$ cat config.mk
export PLATFORM = sky130hd
export DESIGN_NAME = button_debounce_long_press
export DESIGN_NICKNAME = d
export VERILOG_FILES = /design/src/hdl/bdlp_pkg.sv /design/src/hdl/bdlp_front.sv /design/src/hdl/bdlp_queue.sv /design/src/hdl/bdlp_back.sv /design/src/hdl/button_debounce_long_press.sv
export SDC_FILE = /design/constraint.sdc
export NUM_CORES = 1
export LEC_CHECK = 0
export BUFFER_PORTS_ARGS = -buffer_cell sky130_fd_sc_hd__buf_2
export CAP_MARGIN = 20
export CELL_PAD_IN_SITES_DETAIL_PLACEMENT = 0
export CELL_PAD_IN_SITES_GLOBAL_PLACEMENT = 1
export CORE_MARGIN = 5
export CORE_UTILIZATION = 40
export CTS_CLUSTER_DIAMETER = 100
export DETAILED_ROUTE_END_ITERATION = 10
export GPL_TIMING_DRIVEN = 0
export PLACE_DENSITY_LB_ADDON = 0.1
export SLEW_MARGIN = 15
export SYNTH_ARGS = -nofsm -noshare
export SYNTH_HDL_FRONTEND = slang
export SYNTH_SLANG_ARGS = --single-unit
$ cat constraint.sdc
create_clock -name clk -period 15.4 [get_ports clk]
set_input_delay 0.77 -clock clk [delete_from_list [all_inputs] [get_ports clk]]
set_output_delay 0.77 -clock clk [all_outputs]
set_load 0.01 [all_outputs]
$ cat src/hdl/bdlp_pkg.sv
// Shared types, constants and register codes for the button debounce block.
`default_nettype none
package bdlp_pkg;

  localparam int IDX_W  = 2;
  localparam int DT_W   = 16;
  localparam int CFG_W  = 16;
  localparam int TIME_W = 32;

  localparam int NUM_BUTTONS_DEFAULT = 4;
  localparam int QUEUE_DEPTH = 2;

  localparam logic [CFG_W-1:0] DEBOUNCE_MS_RESET   = 16'd50;
  localparam logic [CFG_W-1:0] LONG_PRESS_MS_RESET = 16'd3000;
  localparam logic [CFG_W-1:0] REPEAT_MS_RESET     = 16'd500;

  localparam logic [IDX_W-1:0] REG_DEBOUNCE_MS   = 2'd0;
  localparam logic [IDX_W-1:0] REG_LONG_PRESS_MS = 2'd1;
  localparam logic [IDX_W-1:0] REG_REPEAT_MS     = 2'd2;

  typedef struct packed {
    logic [IDX_W-1:0] button_index;
    logic [DT_W-1:0]  elapsed_ms;
    logic             raw_pressed;
  } in_t;

  typedef struct packed {
    logic [IDX_W-1:0] button_echo;
    logic             press_event;
    logic             release_event;
    logic             long_press_event;
    logic             repeat_event;
    logic             level_now;
  } out_t;

  typedef struct packed {
    logic [IDX_W-1:0] button_index;
    logic [DT_W-1:0]  elapsed_ms;
    logic             raw_pressed;
    logic             in_range;
    logic             tick;
  } cmd_t;

endpackage
`default_nettype wire

$ cat src/hdl/bdlp_front.sv
// Input side: takes sample transfers and tags each one with its class.
`default_nettype none
module bdlp_front #(
  parameter int NUM_BUTTONS = bdlp_pkg::NUM_BUTTONS_DEFAULT
) (
  input  wire logic          in_valid,
  output logic               in_stall,
  input  wire bdlp_pkg::in_t in_data,
  input  wire logic          queue_full,
  output logic               push,
  output bdlp_pkg::cmd_t     push_data
);

  localparam int RANGE_W = ($clog2(NUM_BUTTONS + 1) > bdlp_pkg::IDX_W) ?
                           $clog2(NUM_BUTTONS + 1) : bdlp_pkg::IDX_W;
  localparam logic [RANGE_W-1:0] LIMIT = RANGE_W'(NUM_BUTTONS);

  assign in_stall = queue_full;
  assign push     = in_valid && !queue_full;

  always_comb begin
    push_data.button_index = in_data.button_index;
    push_data.elapsed_ms   = in_data.elapsed_ms;
    push_data.raw_pressed  = in_data.raw_pressed;
    push_data.in_range     = RANGE_W'(in_data.button_index) < LIMIT;
    push_data.tick         = in_data.elapsed_ms != '0;
  end

endmodule
`default_nettype wire

$ cat src/hdl/bdlp_queue.sv
// Short queue of classified samples between the input side and the state update.
`default_nettype none
module bdlp_queue (
  input  wire logic           clk,
  input  wire logic           rst,
  input  wire logic           push,
  input  wire bdlp_pkg::cmd_t push_data,
  output logic                full,
  input  wire logic           pop,
  output bdlp_pkg::cmd_t      pop_data,
  output logic                empty
);

  localparam int DEPTH = bdlp_pkg::QUEUE_DEPTH;
  localparam int PTR_W = (DEPTH > 1) ? $clog2(DEPTH) : 1;
  localparam int CNT_W = $clog2(DEPTH + 1);

  bdlp_pkg::cmd_t   entries [DEPTH];
  logic [PTR_W-1:0] wr_ptr;
  logic [PTR_W-1:0] rd_ptr;
  logic [CNT_W-1:0] count;

  assign full     = count == CNT_W'(DEPTH);
  assign empty    = count == '0;
  assign pop_data = entries[rd_ptr];

  always_ff @(posedge clk) begin
    if (push) begin
      entries[wr_ptr] <= push_data;
    end
  end

  always_ff @(posedge clk) begin
    if (rst) begin
      wr_ptr <= '0;
      rd_ptr <= '0;
      count  <= '0;
    end else begin
      if (push) begin
        wr_ptr <= (wr_ptr == PTR_W'(DEPTH - 1)) ? '0 : wr_ptr + PTR_W'(1);
      end
      if (pop) begin
        rd_ptr <= (rd_ptr == PTR_W'(DEPTH - 1)) ? '0 : rd_ptr + PTR_W'(1);
      end
      if (push && !pop) begin
        count <= count + CNT_W'(1);
      end else if (pop && !push) begin
        count <= count - CNT_W'(1);
      end
    end
  end

endmodule
`default_nettype wire

$ cat src/hdl/bdlp_back.sv
// State update: per-button debounce, hold and repeat logic, with the output register.
`default_nettype none
module bdlp_back #(
  parameter int NUM_BUTTONS = bdlp_pkg::NUM_BUTTONS_DEFAULT
) (
  input  wire logic                         clk,
  input  wire logic                         rst,
  input  wire logic                         cfg_valid,
  input  wire logic [bdlp_pkg::IDX_W-1:0]   cfg_index,
  input  wire logic [bdlp_pkg::CFG_W-1:0]   cfg_data,
  input  wire logic                         queue_empty,
  input  wire bdlp_pkg::cmd_t               head,
  output logic                              pop,
  output logic                              out_valid,
  input  wire logic                         out_stall,
  output bdlp_pkg::out_t                    out_data
);

  localparam int IDX_SPAN = 1 << bdlp_pkg::IDX_W;
  localparam int DEPTH    = (NUM_BUTTONS < IDX_SPAN) ? NUM_BUTTONS : IDX_SPAN;
  localparam int SEL_W    = (DEPTH > 1) ? $clog2(DEPTH) : 1;
  localparam int TW       = bdlp_pkg::TIME_W;
  localparam int DW       = bdlp_pkg::DT_W;
  localparam int CW       = bdlp_pkg::CFG_W;

  logic [CW-1:0] debounce_ms;
  logic [CW-1:0] long_press_ms;
  logic [CW-1:0] repeat_ms;

  logic          debounced_level      [DEPTH];
  logic [DW-1:0] debounce_left        [DEPTH];
  logic [TW-1:0] hold_time            [DEPTH];
  logic [TW-1:0] next_repeat_deadline [DEPTH];
  logic          long_press_seen      [DEPTH];

  logic [SEL_W-1:0] sel;
  logic             active;
  logic             cur_level;
  logic [DW-1:0]    cur_left;
  logic [TW-1:0]    cur_hold;
  logic [TW-1:0]    cur_deadline;
  logic             cur_seen;
  logic [DW-1:0]    left_dec;
  logic             expired;
  logic             change;
  logic             held;
  logic [TW:0]      hold_sum;
  logic [TW-1:0]    hold_sat;
  logic [TW:0]      deadline_sum;
  logic [TW-1:0]    deadline_sat;
  logic             lp_fire;
  logic             rep_fire;
  bdlp_pkg::out_t   result;

  assign pop    = !queue_empty && (!out_valid || !out_stall);
  assign sel    = head.button_index[SEL_W-1:0];
  assign active = pop && head.in_range && head.tick;

  always_comb begin
    cur_level    = debounced_level[sel];
    cur_left     = debounce_left[sel];
    cur_hold     = hold_time[sel];
    cur_deadline = next_repeat_deadline[sel];
    cur_seen     = long_press_seen[sel];

    left_dec = (cur_left > head.elapsed_ms) ? cur_left - head.elapsed_ms : '0;
    expired  = left_dec == '0;
    change   = expired && (head.raw_pressed != cur_level);
    held     = expired && !change && head.raw_pressed;

    hold_sum     = {1'b0, cur_hold} + {{(TW + 1 - DW){1'b0}}, head.elapsed_ms};
    hold_sat     = hold_sum[TW] ? {TW{1'b1}} : hold_sum[TW-1:0];
    deadline_sum = {1'b0, cur_deadline} + {{(TW + 1 - CW){1'b0}}, repeat_ms};
    deadline_sat = deadline_sum[TW] ? {TW{1'b1}} : deadline_sum[TW-1:0];

    lp_fire  = !cur_seen && (hold_sat >= {{(TW - CW){1'b0}}, long_press_ms});
    rep_fire = hold_sat >= cur_deadline;

    result.button_echo      = head.button_index;
    result.press_event      = active && change && head.raw_pressed;
    result.release_event    = active && change && !head.raw_pressed;
    result.long_press_event = active && held && lp_fire;
    result.repeat_event     = active && held && rep_fire;
    if (!head.in_range) begin
      result.level_now = 1'b0;
    end else if (active && change) begin
      result.level_now = head.raw_pressed;
    end else begin
      result.level_now = cur_level;
    end
  end

  always_ff @(posedge clk) begin
    if (rst) begin
      debounce_ms   <= bdlp_pkg::DEBOUNCE_MS_RESET;
      long_press_ms <= bdlp_pkg::LONG_PRESS_MS_RESET;
      repeat_ms     <= bdlp_pkg::REPEAT_MS_RESET;
      for (int i = 0; i < DEPTH; i++) begin
        debounced_level[i]      <= 1'b0;
        debounce_left[i]        <= '0;
        hold_time[i]            <= '0;
        next_repeat_deadline[i] <= TW'(bdlp_pkg::REPEAT_MS_RESET);
        long_press_seen[i]      <= 1'b0;
      end
    end else begin
      if (cfg_valid) begin
        case (cfg_index)
          bdlp_pkg::REG_DEBOUNCE_MS: begin
            debounce_ms <= cfg_data;
          end
          bdlp_pkg::REG_LONG_PRESS_MS: begin
            long_press_ms <= cfg_data;
          end
          bdlp_pkg::REG_REPEAT_MS: begin
            repeat_ms <= cfg_data;
            for (int i = 0; i < DEPTH; i++) begin
              next_repeat_deadline[i] <= TW'(cfg_data);
            end
          end
          default: begin
          end
        endcase
      end
      if (active) begin
        debounce_left[sel] <= change ? debounce_ms : left_dec;
        if (change) begin
          debounced_level[sel] <= head.raw_pressed;
          if (!head.raw_pressed) begin
            hold_time[sel]            <= '0;
            next_repeat_deadline[sel] <= TW'(repeat_ms);
            long_press_seen[sel]      <= 1'b0;
          end
        end else if (held) begin
          hold_time[sel] <= hold_sat;
          if (lp_fire) begin
            long_press_seen[sel] <= 1'b1;
          end
          if (rep_fire) begin
            next_repeat_deadline[sel] <= deadline_sat;
          end
        end
      end
    end
  end

  always_ff @(posedge clk) begin
    if (rst) begin
      out_valid <= 1'b0;
    end else if (pop) begin
      out_valid <= 1'b1;
    end else if (!out_stall) begin
      out_valid <= 1'b0;
    end
  end

  always_ff @(posedge clk) begin
    if (pop) begin
      out_data <= result;
    end
  end

endmodule
`default_nettype wire

$ cat src/hdl/button_debounce_long_press.sv
// Top level of the button debounce block with long-press and auto-repeat events.
//
// Each input transfer on in_data is one tick sample for one button: its index,
// the milliseconds since the previous tick and the raw level. Every sample gives
// exactly one output transfer on out_data carrying the press, release,
// long-press and repeat flags and the debounced level after the sample.
// The configuration channel (cfg_valid, cfg_ready, cfg_index, cfg_data) writes
// debounce_ms, long_press_ms and repeat_ms; cfg_ready is always high, and a
// write of repeat_ms also reloads every button's repeat deadline.
// A sample accepted into the queue is popped by the state update and registered in
// the output register. Throughput is one sample per cycle while out_stall is low,
// set by the per-button read-modify-write in the state update stage.
// A two-entry queue sits between the input side and the state update; in_stall
// rises only when it is full. While out_stall is high the output register holds
// its transfer and the queue absorbs up to two further samples.
// A synchronous reset clears all button state and loads the default register
// values; no clearing pass is needed.
`default_nettype none
module button_debounce_long_press #(
  parameter int NUM_BUTTONS = bdlp_pkg::NUM_BUTTONS_DEFAULT
) (
  input  wire logic                       clk,
  input  wire logic                       rst,
  input  wire logic                       in_valid,
  output logic                            in_stall,
  input  wire bdlp_pkg::in_t              in_data,
  output logic                            out_valid,
  input  wire logic                       out_stall,
  output bdlp_pkg::out_t                  out_data,
  input  wire logic                       cfg_valid,
  output logic                            cfg_ready,
  input  wire logic [bdlp_pkg::IDX_W-1:0] cfg_index,
  input  wire logic [bdlp_pkg::CFG_W-1:0] cfg_data
);

  logic           push;
  bdlp_pkg::cmd_t push_data;
  logic           queue_full;
  logic           queue_empty;
  logic           pop;
  bdlp_pkg::cmd_t head;

  assign cfg_ready = 1'b1;

  bdlp_front #(
    .NUM_BUTTONS(NUM_BUTTONS)
  ) u_front (
    .in_valid  (in_valid),
    .in_stall  (in_stall),
    .in_data   (in_data),
    .queue_full(queue_full),
    .push      (push),
    .push_data (push_data)
  );

  bdlp_queue u_queue (
    .clk      (clk),
    .rst      (rst),
    .push     (push),
    .push_data(push_data),
    .full     (queue_full),
    .pop      (pop),
    .pop_data (head),
    .empty    (queue_empty)
  );

  bdlp_back #(
    .NUM_BUTTONS(NUM_BUTTONS)
  ) u_back (
    .clk        (clk),
    .rst        (rst),
    .cfg_valid  (cfg_valid && cfg_ready),
    .cfg_index  (cfg_index),
    .cfg_data   (cfg_data),
    .queue_empty(queue_empty),
    .head       (head),
    .pop        (pop),
    .out_valid  (out_valid),
    .out_stall  (out_stall),
    .out_data   (out_data)
  );

endmodule
`default_nettype wire

==> out/qor.csv <==
metric;value;unit
run status;finished, final reports clean;
most frequent CP cell;buf_2;
diode count;0;
final global-route overflow total;0;
hold path start;in_data[11];
hpwl dp;50.3;mm
GRT Total Usage;0.218;
number of synthesis warnings;0;
Internal;2.87;mW
Max Clock Skew;0.0396;ns
Setup TNS;0;ns
vias;16100;
Worst VDD drop;0.000112;V
Clock power frac;0.236;
area grow syn2layout;13.5;%
slowest library cell on the worst path;buf_1;
first-pass GRT wire length;103;mm
vias in the first global route;16100;
worst hold path class;input pin to register;
Die Ht;250;um
Worst path max stage delay;0.85;ns
worst skew pair latency;0.61;ns
drt via density;5.51;
CP required;15.68;ns
H-tree Lvls;2;
Worst setup EP type;register;
CTS tree;done;
Syn Area/Cell;11.5;um^2
largest net degree at the start of global routing;22;
Most used DFF post-synth;edfxtp_1;
Switching Fraction;0.420;
Max-Cap Viols;0;
kind of critical path;register to register;
final max-slew violation count;0;
crit-path max FO;21;
Startpoint Class;register;
Net Switching;2.08;mW
pre-CTS WS;4.11;ns
routability cong.;0.832;
1st-pass router iterations;5;
IO buf count;49;
P_leak;10.0;nW
reg2reg end;u_back.next_repeat_deadline[3][23];
# nets final;2261;
RSZ-0062 raised after global routing;no;
logic gate share of total power;0.473;
Max clock buf depth;3;
Core ar.;57500;um^2
Fin. Hold Viols;0;
share of cells above drive strength 1;0.135;
initial antenna violation count;0;
min Tclk post-route;11.08;ns
post-CTS sizing;0;
flop2flop setup slack;4.32;ns
initial drt markers;1269;
CP arrival;11.36;ns
Post-synth EDFFs;375;
syn nets;2147;
Initial Util;0.402;
Cell variety after synth;86;
max frequency;90.3;MHz
final worst setup slack;4.32;ns
fin crit share;0.719;
Hold Crit Endpoint;u_queue.entries[0][12];
clk sink count;429;
die width;250;um
drc violations;0;
Reg2Reg Depth;31;
wire length per cell;23.7;um
postcts setup bufs;0;
hold_buf cts;0;
cell chosen for the clock root;clkbuf_16;
IO Count;52;
sequential fraction of the synthesis area;0.534;
routed wire length;69.3;mm
Worst-Margin Slew;1.14;ns
Post-synth ARST share;0;
Worst-path clk slew;0.06;ns
antenna-violating nets left;0;
final setup fails;0;
P per Cell Area;189;nW/um^2
die area;62700;um^2
max_slew headroom;0.237;
Cells after Synth;2005;
Sequential Power Share;0.291;
# rows;88;
hold path depth;1;
Yosys reg bits;429;
number of buffers created by CTS;50;
synthesized area;23100;um^2
==> cell type report <==
class                   instances  area [um^2]
multi-input cells            1370         9990
plain buffers                  84          383
inverters                     122          460
repair buffers                 62          513
well taps                     765          957
fillers                      5415        31200
clock buffers                  58         1310
flip-flops and latches        429        12300
clock inverters                33          278
==> cells in the final DEF, fill, tap and decap left out, types with 11 or more instances in the layout <==
master	synthesis	routed
a211oi_1	12	12
a21o_1	39	35
a21oi_1	92	92
buf_2	14	65
clkbuf_1	50	55
clkbuf_16	0	50
clkinv_1	1	16
dfxtp_1	54	54
edfxtp_1	375	375
ha_1	97	97
inv_1	120	120
mux2i_1	110	109
mux4_2	79	79
nand2_1	167	167
nand2b_1	14	13
nand3_1	32	32
nand4_1	20	20
nor2_1	375	373
nor2b_1	11	11
nor3_1	24	24
nor4_1	13	13
o21a_1	12	12
o21ai_0	46	43
or2_2	14	14
xnor2_1	37	37
xor2_1	20	20
==> per-stage QoR <==
stage	area [um^2]	util	hold WS, ns	cells	total power, mW
floorplan	23100	-	0.436	2005	3.02
global placement	24300	0.423	0.449	2819	3.74
detailed placement	24600	0.429	0.448	2832	3.79
CTS	26200	0.456	0.327	2923	4.98
global route	26200	0.456	0.336	2923	5.26
finish	26200	0.456	0.362	2923	4.96
==> power groups by stage <==
stage	Clock (mW)	Sequential [mW]	Combinational [mW]
2_1_floorplan	0	1.46	1.56
3_3_place_gp	0	1.47	2.27
3_5_place_dp	0	1.47	2.33
4_1_cts	1.19	1.44	2.35
5_1_grt	1.24	1.45	2.57
6_report	1.17	1.44	2.34
==> sequential cells by signal, indices dropped and copies added, names as in the netlist, 7 cells and up, named ones only <==
name,cells
u_back.repeat_ms,16
u_back.out_data,7
u_back.debounce_ms,16
u_back.hold_time,128
u_back.long_press_ms,16
u_back.debounce_left,64
u_back.next_repeat_deadline,128
u_queue.entries,40
==> synth_stat cells, drive strengths merged, types with 10 or more instances <==
cell,count,share of area
nor2,376,0.061
edfxtp,375,0.49
nand2,167,0.027
inv,121,0.020
mux2i,112,0.050
ha,97,0.053
a21oi,96,0.022
mux4,79,0.077
dfxtp,54,0.047
clkbuf,50,0.0081
o21ai,49,0.011
a21o,39,0.013
xnor2,37,0.014
nand3,35,0.0089
buf,34,0.0084
nor3,24,0.0052
nand4,21,0.0060
xor2,20,0.0076
or2,16,0.0043
nand2b,14,0.0038
nor4,14,0.0044
a211oi,13,0.0044
o21a,12,0.0039
nor2b,11,0.0030
o31ai,10,0.0035
==> critical path: cells and delay by family, from the launching register on <==
| family | cells | cell delay (ns) |
|---|---|---|
| AO/OA/AOI/OAI | 7 | 1.84 |
| adder cells (fa/ha/maj) | 2 | 0.57 |
| buffers and inverters | 11 | 4.39 |
| flip-flops | 1 | 0.30 |
| multiplexers | 2 | 0.66 |
| AND/OR/NAND/NOR | 9 | 2.89 |
==> routing by layer <==
| metal | vias to the layer above | track usage | wire length (um) |
|---|---|---|---|
| met5 | - | 0 | 0 |
| met2 | 436 | 0.354 | 32500 |
| met3 | 88 | 0.0369 | 3800 |
| met4 | 0 | 0.0586 | 1940 |
| met1 | 8023 | 0.304 | 31100 |
| li1 | 7552 | - | - |
==> cell families (layout without fill, tap and decap cells) <==
| kind of cell | Yosys count | after routing | share of synthesized area |
|---|---|---|---|
| buffers and inverters | 206 | 359 | 0.0364 |
| adder cells (fa/ha/maj) | 100 | 100 | 0.0551 |
| XOR/XNOR | 57 | 57 | 0.0216 |
| multiplexers | 195 | 195 | 0.129 |
| flip-flops | 429 | 429 | 0.534 |
| AND/OR/NAND/NOR | 732 | 732 | 0.142 |
| other | 1 | 1 | 0.000162 |
| AO/OA/AOI/OAI | 285 | 285 | 0.0823 |
==> worst max-delay path by stage <==
stage                     startpoint                                  to  depth (start not counted)
after floorplan             register   u_back.next_repeat_deadline[1][0]                         30
after detailed placement    register  u_back.next_repeat_deadline[3][24]                         31
after global routing        register  u_back.next_repeat_deadline[3][23]                         31
final                       register  u_back.next_repeat_deadline[3][23]                         31
after global placement      register  u_back.next_repeat_deadline[2][27]                         29
after CTS                   register  u_back.next_repeat_deadline[3][23]                         31
Note: power is estimated with default switching activity, not from simulation.
